File: src/sv/pbs_pkg.sv
// Package with the shared types and constants of the priority batch scheduler.
`timescale 1ns / 1ps
`default_nettype none
package pbs_pkg;

    localparam int ID_W   = 16;
    localparam int PRIO_W = 16;

    typedef enum logic [1:0] {
        S_IDLE,
        S_SCAN,
        S_EMIT
    } t_state;

    typedef struct packed {
        logic load;
        logic clear;
        logic scan_init;
        logic emit;
    } t_cmd;

    typedef struct packed {
        logic count_zero;
        logic scan_done;
        logic last;
    } t_status;

endpackage
`default_nettype wire

File: src/sv/priority_batch_scheduler.sv
// Top level of the priority batch scheduler: controller, datapath and assertions.
`timescale 1ns / 1ps
`default_nettype none
// An item is taken when start is high and busy is low. An item with
// i_end_of_batch low loads one process entry into the next free table slot;
// busy stays low, and loads may follow on every cycle. When the table already
// holds CAPACITY entries the entry is dropped and the batch is marked as
// having dropped something. An item with i_end_of_batch high drains the table:
// busy rises and the block emits one result per loaded entry, highest
// priority first, earliest arrival on ties. Each result is shown for one
// cycle with o_strobe high; o_final_result marks the last one and
// o_dropped_any reports a drop in the batch. Before each result a linear scan
// reads the entry memory one slot per cycle over the N slots loaded in the
// batch. busy falls in the cycle of the last result. An empty drain gives no
// result and busy stays low.
// The receiver cannot stall the block.
// Reset empties the table and clears the drop flag; entry contents are left.
module priority_batch_scheduler #(
    parameter int CAPACITY = 16
) (
    input  wire logic                       i_clk,
    input  wire logic                       i_rst_n,
    input  wire logic                       start,
    output logic                            busy,
    input  wire logic                       i_end_of_batch,
    input  wire logic [pbs_pkg::ID_W-1:0]   i_process_id,
    input  wire logic [pbs_pkg::PRIO_W-1:0] i_prio_value,
    output logic                            o_strobe,
    output logic [pbs_pkg::ID_W-1:0]        o_served_id,
    output logic [pbs_pkg::PRIO_W-1:0]      o_served_prio,
    output logic                            o_final_result,
    output logic                            o_dropped_any
);
    import pbs_pkg::*;

    t_cmd    cmd;
    t_status status;
    t_state  state;

    pbs_ctrl u_ctrl (
        .i_clk          (i_clk),
        .i_rst_n        (i_rst_n),
        .start          (start),
        .i_end_of_batch (i_end_of_batch),
        .i_status       (status),
        .busy           (busy),
        .o_cmd          (cmd),
        .o_state        (state)
    );

    pbs_dp #(
        .CAPACITY (CAPACITY)
    ) u_dp (
        .i_clk          (i_clk),
        .i_rst_n        (i_rst_n),
        .i_cmd          (cmd),
        .i_process_id   (i_process_id),
        .i_prio_value   (i_prio_value),
        .o_status       (status),
        .o_strobe       (o_strobe),
        .o_served_id    (o_served_id),
        .o_served_prio  (o_served_prio),
        .o_final_result (o_final_result),
        .o_dropped_any  (o_dropped_any)
    );

    a_strobe_follows_emit: assert property (@(posedge i_clk) disable iff (!i_rst_n)
        (state == S_EMIT) |=> o_strobe)
        else $error("emit state not followed by a result strobe");

    a_strobe_isolated: assert property (@(posedge i_clk) disable iff (!i_rst_n)
        o_strobe |=> !o_strobe)
        else $error("two results on consecutive cycles");

    a_strobe_while_busy: assert property (@(posedge i_clk) disable iff (!i_rst_n)
        o_strobe |-> $past(busy))
        else $error("result without a drain in progress");

    a_no_load_in_drain: assert property (@(posedge i_clk) disable iff (!i_rst_n)
        busy |-> !cmd.load && !cmd.clear)
        else $error("table changed by an item during a drain");

endmodule
`default_nettype wire

File: src/sv/pbs_ctrl.sv
// Controller state machine of the priority batch scheduler.
`timescale 1ns / 1ps
`default_nettype none
module pbs_ctrl (
    input  wire logic            i_clk,
    input  wire logic            i_rst_n,
    input  wire logic            start,
    input  wire logic            i_end_of_batch,
    input  wire pbs_pkg::t_status i_status,
    output logic                 busy,
    output pbs_pkg::t_cmd        o_cmd,
    output pbs_pkg::t_state      o_state
);
    import pbs_pkg::*;

    t_state r_state;
    t_state n_state;

    always_ff @(posedge i_clk) begin
        if (!i_rst_n) begin
            r_state <= S_IDLE;
        end else begin
            r_state <= n_state;
        end
    end

    always_comb begin
        n_state = r_state;
        unique case (r_state)
            S_IDLE: begin
                if (start && i_end_of_batch && !i_status.count_zero) begin
                    n_state = S_SCAN;
                end
            end
            S_SCAN: begin
                if (i_status.scan_done) begin
                    n_state = S_EMIT;
                end
            end
            S_EMIT: begin
                n_state = i_status.last ? S_IDLE : S_SCAN;
            end
            default: n_state = S_IDLE;
        endcase
    end

    always_comb begin
        o_cmd = '0;
        unique case (r_state)
            S_IDLE: begin
                o_cmd.load      = start && !i_end_of_batch;
                o_cmd.clear     = start && i_end_of_batch && i_status.count_zero;
                o_cmd.scan_init = start && i_end_of_batch && !i_status.count_zero;
            end
            S_SCAN: begin
                o_cmd = '0;
            end
            S_EMIT: begin
                o_cmd.emit      = 1'b1;
                o_cmd.scan_init = !i_status.last;
            end
            default: o_cmd = '0;
        endcase
    end

    assign busy    = (r_state != S_IDLE);
    assign o_state = r_state;

endmodule
`default_nettype wire

File: src/sv/pbs_dp.sv
// Datapath of the priority batch scheduler: entry table, scan engine and result registers.
`timescale 1ns / 1ps
`default_nettype none
module pbs_dp #(
    parameter int CAPACITY = 16
) (
    input  wire logic                    i_clk,
    input  wire logic                    i_rst_n,
    input  wire pbs_pkg::t_cmd           i_cmd,
    input  wire logic [pbs_pkg::ID_W-1:0]   i_process_id,
    input  wire logic [pbs_pkg::PRIO_W-1:0] i_prio_value,
    output pbs_pkg::t_status             o_status,
    output logic                         o_strobe,
    output logic [pbs_pkg::ID_W-1:0]     o_served_id,
    output logic [pbs_pkg::PRIO_W-1:0]   o_served_prio,
    output logic                         o_final_result,
    output logic                         o_dropped_any
);
    import pbs_pkg::*;

    localparam int IDX_W = $clog2(CAPACITY);
    localparam int CNT_W = $clog2(CAPACITY + 1);
    localparam int ENT_W = ID_W + PRIO_W;

    logic [ENT_W-1:0]    r_mem [CAPACITY];
    logic [ENT_W-1:0]    r_rd_data;
    logic [CAPACITY-1:0] r_valid;
    logic [CNT_W-1:0]    r_count;
    logic [CNT_W-1:0]    r_remain;
    logic                r_ovf;
    logic [IDX_W-1:0]    r_addr;
    logic                r_issue;
    logic                r_cmp_en;
    logic [IDX_W-1:0]    r_cmp_idx;
    logic                r_best_found;
    logic [IDX_W-1:0]    r_best_idx;
    logic [ID_W-1:0]     r_best_id;
    logic [PRIO_W-1:0]   r_best_prio;
    logic                r_out_stb;
    logic [ID_W-1:0]     r_out_id;
    logic [PRIO_W-1:0]   r_out_prio;
    logic                r_out_final;
    logic                r_out_drop;

    logic                n_full;
    logic [CNT_W-1:0]    n_last_idx;
    logic [PRIO_W-1:0]   n_rd_prio;
    logic                n_take;

    assign n_full     = (r_count == CNT_W'(CAPACITY));
    assign n_last_idx = r_count - CNT_W'(1);
    assign n_rd_prio  = r_rd_data[PRIO_W-1:0];
    assign n_take     = r_cmp_en && r_valid[r_cmp_idx]
                        && (!r_best_found || (n_rd_prio > r_best_prio));

    always_ff @(posedge i_clk) begin
        if (i_cmd.load && !n_full) begin
            r_mem[r_count[IDX_W-1:0]] <= {i_process_id, i_prio_value};
        end
        r_rd_data <= r_mem[r_addr];
    end

    always_ff @(posedge i_clk) begin
        if (!i_rst_n) begin
            r_valid  <= '0;
            r_count  <= '0;
            r_remain <= '0;
            r_ovf    <= 1'b0;
        end else begin
            if (i_cmd.load) begin
                if (n_full) begin
                    r_ovf <= 1'b1;
                end else begin
                    r_valid[r_count[IDX_W-1:0]] <= 1'b1;
                    r_count  <= r_count + CNT_W'(1);
                    r_remain <= r_remain + CNT_W'(1);
                end
            end
            if (i_cmd.clear) begin
                r_count <= '0;
                r_ovf   <= 1'b0;
            end
            if (i_cmd.emit) begin
                r_valid[r_best_idx] <= 1'b0;
                r_remain <= r_remain - CNT_W'(1);
                if (o_status.last) begin
                    r_count <= '0;
                    r_ovf   <= 1'b0;
                end
            end
        end
    end

    always_ff @(posedge i_clk) begin
        if (!i_rst_n) begin
            r_addr       <= '0;
            r_issue      <= 1'b0;
            r_cmp_en     <= 1'b0;
            r_best_found <= 1'b0;
        end else begin
            r_cmp_en <= r_issue;
            if (i_cmd.scan_init) begin
                r_addr       <= '0;
                r_issue      <= 1'b1;
                r_best_found <= 1'b0;
            end else begin
                if (r_issue) begin
                    r_addr <= r_addr + IDX_W'(1);
                    if (CNT_W'(r_addr) == n_last_idx) begin
                        r_issue <= 1'b0;
                    end
                end
                if (n_take) begin
                    r_best_found <= 1'b1;
                end
            end
        end
    end

    always_ff @(posedge i_clk) begin
        r_cmp_idx <= r_addr;
        if (n_take) begin
            r_best_idx  <= r_cmp_idx;
            r_best_id   <= r_rd_data[ENT_W-1:PRIO_W];
            r_best_prio <= n_rd_prio;
        end
    end

    always_ff @(posedge i_clk) begin
        if (!i_rst_n) begin
            r_out_stb <= 1'b0;
        end else begin
            r_out_stb <= i_cmd.emit;
        end
    end

    always_ff @(posedge i_clk) begin
        if (i_cmd.emit) begin
            r_out_id    <= r_best_id;
            r_out_prio  <= r_best_prio;
            r_out_final <= o_status.last;
            r_out_drop  <= r_ovf;
        end
    end

    assign o_status.count_zero = (r_count == '0);
    assign o_status.scan_done  = r_cmp_en && (CNT_W'(r_cmp_idx) == n_last_idx);
    assign o_status.last       = (r_remain == CNT_W'(1));

    assign o_strobe       = r_out_stb;
    assign o_served_id    = r_out_id;
    assign o_served_prio  = r_out_prio;
    assign o_final_result = r_out_final;
    assign o_dropped_any  = r_out_drop;

endmodule
`default_nettype wire
File: config.mk
export PLATFORM = sky130hd
export DESIGN_NAME = priority_batch_scheduler
export DESIGN_NICKNAME = d
export VERILOG_FILES = /design/src/sv/pbs_pkg.sv /design/src/sv/priority_batch_scheduler.sv /design/src/sv/pbs_ctrl.sv /design/src/sv/pbs_dp.sv
export SDC_FILE = /design/constraint.sdc
export NUM_CORES = 1
export LEC_CHECK = 0
export BUFFER_PORTS_ARGS = -buffer_cell sky130_fd_sc_hd__buf_4
export CORE_UTILIZATION = 50
export DETAILED_ROUTE_END_ITERATION = 12
export PLACE_DENSITY = 0.63
export SYNTH_ARGS = -nofsm -noshare
export SYNTH_HDL_FRONTEND = slang
export SYNTH_SLANG_ARGS = --single-unit
File: constraint.sdc
create_clock -name i_clk -period 7.76 [get_ports i_clk]
set_input_delay 1.164 -clock i_clk [delete_from_list [all_inputs] [get_ports i_clk]]
set_output_delay 1.164 -clock i_clk [all_outputs]
set_load 0.01 [all_outputs]
# [Word-level counts from Yosys, hierarchy flattened]
# Memory sizes are Yosys's and may differ from the RTL's. A register that Yosys moved wholly into a read port is not among the register bits.
# Index checks and enable logic that the tools add are counted.
[word_totals] register_bits=111 ram_bits=512 in_bits=36 output_inout_bits=36 wordCells=101 n_memories=1
[mem_list] memory="u_dp.r_mem" words=16 width=32 read_ports=1 rd_clocked_by_memory_dff=1 wr=1 line_no="pbs_dp.sv:25" rtl="logic [ENT_W-1:0] r_mem [CAPACITY];"
[op_classes] add_sub_neg=5 order_cmp=6 eq_ne=9 muxes=35 bitwise=4 n_reduce_logical=23
[op_table] op="two-way mux 16 bit" n=4
[op_table] op="two-way mux 5 bit" n=8
[op_table] op="bitwise AND 16 bit" n=1
[op_table] op="> comparator 16 bit" n=1
[op_table] op="inverter 16 bit" n=1
[op_table] op="OR 16 bit" n=1
[op_table] op="< comparator 4 x 5 -> 1 bit (second input constant)" n=3
[op_table] op="two-way mux 1 bit" n=15
[op_table] op="adder 5 x 1 -> 5 bit (second input constant)" n=2
[op_table] op="equality test 4 x 5 -> 1 bit" n=2
[op_table] op="logical AND 1 bit" n=10
[op_table] op="subtractor 5 x 1 -> 5 bit (second input constant)" n=2
[op_table] op="demux 1 bit (select 4 bit)" n=2
[op_table] op=">= comparator 4 x 1 -> 1 bit (second input constant)" n=2
[op_table] op="two-way mux 2 bit" n=3
[op_table] op="one-hot mux 2 bit (3 select lines)" n=1
[op_table] op="equality test 5 x 1 -> 1 bit (second input constant)" n=1
[op_table] op="equality test 5 bit (second input constant)" n=1
[op_table] op="zero test 1 bit" n=5
[op_table] op="zero test 5 bit" n=1
[op_table] op="adder 4 x 1 -> 4 bit (second input constant)" n=1
[op_table] op="binary-select mux 1 bit (select 4 bit)" n=1
[op_table] op="!= test 2 x 1 -> 1 bit (second input constant)" n=2
[op_table] op="AND reduction 2 bit" n=2
[op_table] op="9 further kinds" n=10

# [Depth between registers and ports, before layout]
[logic_depth] word_depth=10 depth_mapped=9

# [Hierarchy]
# From an unflattened synthesis, not the netlist that was laid out.
[unflattened] cells_unflattened=1096 area_unflattened_um2=24453.5
[modules_own_cells] mod="pbs_dp" instances=1 cells_each=1080 area_per_inst_um2=24305.8 seq_area_each_um2=18898.1
[modules_own_cells] mod="pbs_ctrl" instances=1 cells_each=16 area_per_inst_um2=147.6 seq_area_each_um2=40.0

# [Worst setup path before layout]
# Ideal clock, no wire load.
[synth_path] kind="input port to flip-flop" from="input port i_end_of_batch" to="register u_dp.r_valid[4]" setup_ps=73 arrival_ps=5704 t_required_ps=7687 path_slack_ps=1983 stages=4 path_buffers=0 path_cell_list="nor4b_4 -> inv_1 -> nor4b_1 -> o221a_2"
[synth_via] elab_chain_len=7
[synth_lines] element="from (decl)" line_no="priority_batch_scheduler.sv:25" rtl="input wire logic i_end_of_batch,"
[synth_lines] element="zero test 1 bit *" line_no="pbs_ctrl.sv:51" rtl="o_cmd.load = start && !i_end_of_batch;"
[synth_lines] element="logical AND 1 bit *" line_no="pbs_ctrl.sv:51"
[synth_lines] element="two-way mux 2 bit *" line_no="pbs_ctrl.sv:49" rtl="unique case (r_state)"
[synth_lines] element="two-way mux 16 bit *" line_no="pbs_dp.sv:70" rtl="if (i_cmd.load) begin"
[synth_lines] element="two-way mux 16 bit *" line_no="pbs_dp.sv:64" rtl="if (!i_rst_n) begin"
[synth_lines] element="bitwise AND 16 bit (no source line)"
[synth_lines] element="two-way mux 16 bit *" line_no="pbs_dp.sv:83" rtl="if (i_cmd.emit) begin"
[synth_lines] element="to (signal assigned)" line_no="pbs_dp.sv:65" rtl="r_valid <= '0;"
[synth_lines] element="to (signal, indexed assignment)" line_no="pbs_dp.sv:74" rtl="r_valid[r_count[IDX_W-1:0]] <= 1'b1;"
[synth_lines] element="to (signal, indexed assignment)" line_no="pbs_dp.sv:84" rtl="r_valid[r_best_idx] <= 1'b0;"
[synth_lines] element="to (decl)" line_no="pbs_dp.sv:27" rtl="logic [CAPACITY-1:0] r_valid;"
# Mark *: on every way between the ends. The rest lies on a longest branch, timed or not. The select of a mux whose other input is x is not followed.
# A chain may end at the register's enable or synchronous reset.

# [Final worst setup path]
[layout_path] from="register u_dp.r_best_prio[11]" to="register u_dp.r_best_id[7], enable pin"
[layout_via] elab_chain_len=3
[layout_lines] element="from (decl)" line_no="pbs_dp.sv:38" rtl="logic [PRIO_W-1:0] r_best_prio;"
[layout_lines] element="from (signal assigned)" line_no="pbs_dp.sv:125" rtl="r_best_prio <= n_rd_prio;"
[layout_lines] element="> comparator 16 bit" line_no="pbs_dp.sv:54" rtl="&& (!r_best_found || (n_rd_prio > r_best_prio));"
[layout_lines] element="logical OR 1 bit" line_no="pbs_dp.sv:54"
[layout_lines] element="logical AND 1 bit" line_no="pbs_dp.sv:54"
[layout_lines] element="named net u_dp.n_take" line_no="pbs_dp.sv:48" rtl="logic n_take;"
[layout_lines] element="to (signal assigned)" line_no="pbs_dp.sv:124" rtl="r_best_id <= r_rd_data[ENT_W-1:PRIO_W];"
[layout_lines] element="to (decl)" line_no="pbs_dp.sv:37" rtl="logic [ID_W-1:0] r_best_id;"
# The timed path passes the listed nets, and every way through them passes these cells.

==> results.rst <==
.. list-table::
   :header-rows: 1

   * - Metric
     - Value
   * - Outcome
     - complete, no violations
   * - Crit path required time
     - 8.00 ns
   * - CTS Buf Count
     - 68
   * - Layout cells sized above 1
     - 0.311
   * - Number of antenna violations at the first check in global routing
     - 3
   * - Mapped Area
     - 0.0244 mm²
   * - Total half-perimeter wirelength after legalization and detailed placement
     - 24,800 µm
   * - Final core occ
     - 0.582
   * - Worst setup path end
     - u_dp.r_best_id[7]
   * - Number of synthesis warnings
     - 0
   * - Number of standard cells in the layout, taps in and fillers out
     - 1,877
   * - Max-capacitance violation count
     - 0
   * - IO Pins
     - 72
   * - Net Count, Synth
     - 1,155
   * - Total Routing Usage GR
     - 0.197
   * - Post-synthesis area per instance
     - 22.3 µm²
   * - Hold Buf Count CTS
     - 0
   * - Clock Skew
     - 0.0179 ns
   * - CTS tree
     - done
   * - Flip-flop and latch count after synthesis
     - 655
   * - Number of global-route vias before repair
     - 11,500
   * - Global placer's final weighted congestion
     - 0.733
   * - Kind of critical path
     - reg -> reg
   * - Area of the die
     - 0.0498 mm²
   * - Setup repair after global routing missed its margin
     - no
   * - Placeable core area
     - 0.0479 mm²
   * - Synth-to-Final Area Change
     - 14.3%
   * - Fmax
     - 296 MHz
   * - Remaining global-route overflow
     - 0
   * - Post-detailed-route wirelength per cell
     - 25.0 µm
   * - Width of the chip
     - 223 µm
   * - Worst min-delay path category
     - reg -> reg
   * - Final Max Tran Viols
     - 0
   * - Data arrival time of the critical path
     - 3.62 ns
   * - Total leakage power
     - 8.86 nW
   * - Sequential share of the synthesized area
     - 0.775
   * - Final WS setup
     - 4.38 ns
   * - Yosys cell types
     - 49
   * - Fin crit share
     - 0.435
   * - Combined area of the multi-input logic cells
     - 0.00525 mm²
   * - Setup slack, reg-to-reg
     - 4.38 ns
   * - Most instantiated flip-flop cell in the synthesis netlist
     - sky130_fd_sc_hd__edfxtp_1
   * - Mean number of vias per cell
     - 5.82
   * - Maximum clock insertion buffer count
     - 3
   * - CP startpoint
     - u_dp.r_best_prio[11]
   * - Final critical-path required period
     - 3.38 ns
   * - Worst slack at placement
     - 4.05 ns
   * - Number of H-tree levels
     - 3
   * - Initial DRC Count
     - 817
   * - Post-synthesis async set-or-reset flop share
     - 0
   * - Minimum hold slack
     - 0.395 ns
   * - Clock transition at the register clock pins on the worst setup and hold paths after CTS
     - 0.06 ns
   * - Max_slew headroom
     - 0.285
   * - Clk sink count
     - 655
   * - Ratio of total power to cell area
     - 274 mW/mm²
   * - Crit end category
     - register
   * - Root Driver
     - sky130_fd_sc_hd__clkbuf_16
   * - Routed wire length
     - 47,000 µm
   * - Input/output buffers
     - 71
   * - Number of cells on the worst reg-to-reg path
     - 8
   * - Die Y
     - 223 µm
   * - Fill cell instance count of the final layout
     - 3,446
   * - Wire length of the first global-routing pass
     - 71,900 µm
   * - # diodes
     - 0
   * - Type of element launching the critical path
     - register
   * - Endpoint of the worst register-to-register path
     - u_dp.r_best_id[7]
   * - Initial Utilization
     - 0.510
   * - Instance count after placement with tap cells included
     - 1,753
   * - Seq. cell area
     - 0.0189 mm²
   * - Post-synth EDFFs
     - 582
   * - Later-pin clock latency in the skew report
     - 0.59 ns
   * - Count of nets after finishing
     - 1,269
   * - Vias after detailed routing
     - 10,900
   * - Worst hold start
     - u_dp.r_rd_data[26]
   * - Beginning of the worst register-to-register path
     - u_dp.r_best_prio[11]
   * - Number of routed nets with antenna violations
     - 0
   * - Post-Syn Instances
     - 1,094
   * - Peak supply drop
     - 0.184 mV
   * - Largest fanout of any net on the critical path
     - 21
   * - Drc violations
     - 0
   * - Transition time of the tightest slew-check pin
     - 1.07 ns
   * - Sum of negative setup slack
     - 0 ns
   * - Number of standard-cell rows in the floorplan
     - 80
   * - Detailed-router iteration count before antenna repair
     - 5
   * - CTS-repair resized insts
     - 0
   * - Number of buffers added for setup after CTS
     - 0
   * - Largest net degree at the start of global routing
     - 101
   * - Number of endpoints with negative hold slack in the final report
     - 0
   * - Setup Viol. Count Final
     - 0
[kinds of logic after synthesis]
group	share of synthesized area
AOI/OAI and AO/OA	0.0160
xor gates and xnor gates	0.00737
adders and majority gates	0.0128
buffers and inverters	0.0152
DFF	0.775
muxes	0.152
and+or+nand+nor	0.0219
[placed cells by master, fill, tap and decap left out, types with 2 or more instances in the layout]
cell type,n
sky130_fd_sc_hd__nand3_1,6
sky130_fd_sc_hd__nor4_1,2
sky130_fd_sc_hd__a41oi_1,2
sky130_fd_sc_hd__o211ai_1,3
sky130_fd_sc_hd__mux4_2,162
sky130_fd_sc_hd__dfxtp_1,69
sky130_fd_sc_hd__nand2_1,15
sky130_fd_sc_hd__dfxtp_2,2
sky130_fd_sc_hd__nand4_1,7
sky130_fd_sc_hd__mux2i_1,5
sky130_fd_sc_hd__nor3_1,7
sky130_fd_sc_hd__o221a_2,15
sky130_fd_sc_hd__clkbuf_1,17
sky130_fd_sc_hd__xnor2_1,9
sky130_fd_sc_hd__clkbuf_16,70
sky130_fd_sc_hd__a21oi_1,16
sky130_fd_sc_hd__buf_4,91
sky130_fd_sc_hd__a21o_1,2
sky130_fd_sc_hd__o21ai_0,2
sky130_fd_sc_hd__nor2_1,24
sky130_fd_sc_hd__nand3b_1,3
sky130_fd_sc_hd__bufinv_16,5
sky130_fd_sc_hd__clkinv_2,13
sky130_fd_sc_hd__a22oi_1,2
sky130_fd_sc_hd__inv_1,25
sky130_fd_sc_hd__nor4b_1,2
sky130_fd_sc_hd__edfxtp_1,582
sky130_fd_sc_hd__xor2_1,9
sky130_fd_sc_hd__nand2b_1,5
sky130_fd_sc_hd__inv_6,4
sky130_fd_sc_hd__ha_1,25
sky130_fd_sc_hd__nor2_4,13
sky130_fd_sc_hd__nor2b_1,5
sky130_fd_sc_hd__or2_2,3
sky130_fd_sc_hd__clkinv_1,13
sky130_fd_sc_hd__dfxtp_4,2
[metal layers]
metal	vias to the layer above	wire length, µm	GRT usage
met1	5806	20400	0.271
li1	4776	-	-
met3	80	2160	0.0381
met4	4	1030	0.0547
met2	251	23400	0.324
met5	-	34	0
[cell usage after synthesis (3+ instances only)]
| cell type | count | share of area |
|---|---|---|
| sky130_fd_sc_hd__ha_1 | 25 | 0.013 |
| sky130_fd_sc_hd__o211ai_1 | 3 | 0.00092 |
| sky130_fd_sc_hd__nand4_1 | 7 | 0.0018 |
| sky130_fd_sc_hd__clkbuf_1 | 18 | 0.0028 |
| sky130_fd_sc_hd__nor3_1 | 8 | 0.0016 |
| sky130_fd_sc_hd__mux2i_1 | 5 | 0.0020 |
| sky130_fd_sc_hd__inv_1 | 26 | 0.0040 |
| sky130_fd_sc_hd__nor4b_1 | 3 | 0.0011 |
| sky130_fd_sc_hd__nand2b_1 | 5 | 0.0013 |
| sky130_fd_sc_hd__o221a_2 | 15 | 0.0069 |
| sky130_fd_sc_hd__dfxtp_1 | 73 | 0.060 |
| sky130_fd_sc_hd__nand3b_1 | 3 | 0.00092 |
| sky130_fd_sc_hd__buf_6 | 10 | 0.0046 |
| sky130_fd_sc_hd__buf_2 | 8 | 0.0016 |
| sky130_fd_sc_hd__buf_1 | 11 | 0.0017 |
| sky130_fd_sc_hd__or2_2 | 3 | 0.00077 |
| sky130_fd_sc_hd__a21oi_1 | 16 | 0.0033 |
| sky130_fd_sc_hd__nor2b_1 | 5 | 0.0013 |
| sky130_fd_sc_hd__nand2_1 | 15 | 0.0023 |
| sky130_fd_sc_hd__nor2_1 | 37 | 0.0057 |
| sky130_fd_sc_hd__nand3_1 | 6 | 0.0012 |
| sky130_fd_sc_hd__xor2_1 | 9 | 0.0032 |
| sky130_fd_sc_hd__edfxtp_1 | 582 | 0.72 |
| sky130_fd_sc_hd__xnor2_1 | 9 | 0.0032 |
| sky130_fd_sc_hd__mux4_2 | 162 | 0.15 |
[worst min path at each step]
stage | end | slack (ns) | cells past startpoint
floorplan | u_dp.r_cmp_idx[3] | 0.33 | 0
global placement | u_dp.r_best_id[13] | 0.39 | 0
detailed placement | u_dp.r_best_id[3] | 0.39 | 0
CTS | u_dp.r_best_id[3] | 0.40 | 0
global route | u_dp.r_best_id[11] | 0.40 | 0
finish | u_dp.r_best_id[10] | 0.39 | 0
[through the flow]
stage,power (mW),instance area (µm²)
after floorplan,4.47,24400
after global placement,4.61,25800
after detailed placement,4.62,25800
after CTS,7.76,27900
after global routing,7.92,27900
final,7.66,27900
[critical path, stage by stage, from the launching register on]
cell and delay [ns]:
sky130_fd_sc_hd__edfxtp_1 0.34, sky130_fd_sc_hd__inv_1 0.05, sky130_fd_sc_hd__ha_1 0.29, sky130_fd_sc_hd__nand4_1 0.15, sky130_fd_sc_hd__or4_1 0.60, sky130_fd_sc_hd__a21oi_1 0.15
sky130_fd_sc_hd__nor4_1 0.09, sky130_fd_sc_hd__a211oi_4 0.86, sky130_fd_sc_hd__buf_4 0.50
[layout make-up]
type                    count  area share
well taps                 615      0.0276
multi-input cells         364       0.188
clock buffers              88      0.0655
inverters                  27     0.00363
flip-flops and latches    655       0.679
repair buffers             92      0.0252
clock inverters            36      0.0116
[report_power, final]
group / total (mW) / switching (mW) / internal (mW)
sequential: 3.97 / 0.0681 / 3.90
combinational: 0.552 / 0.246 / 0.306
clock: 3.14 / 1.30 / 1.84
[sequential cells by signal (all words and copies together) (netlist names)]
name,cells
u_dp.o_final_result,1
u_dp.r_valid,16
u_dp.r_best_idx,4
u_dp.r_rd_data,32
u_dp.r_remain,5
u_dp.r_issue,1
u_dp.o_dropped_any,1
u_dp.o_served_id,16
u_dp.o_served_prio,16
u_dp.r_ovf,1
u_dp.r_addr,4
u_dp.r_cmp_idx,4
u_ctrl.o_state,2
u_dp.r_count,5
u_dp.o_strobe,1
u_dp.r_mem,512
u_dp.r_best_found,1
u_dp.r_best_prio,16
u_dp.r_best_id,16
u_dp.r_cmp_en,1
Power figures use the tool's default switching activity.
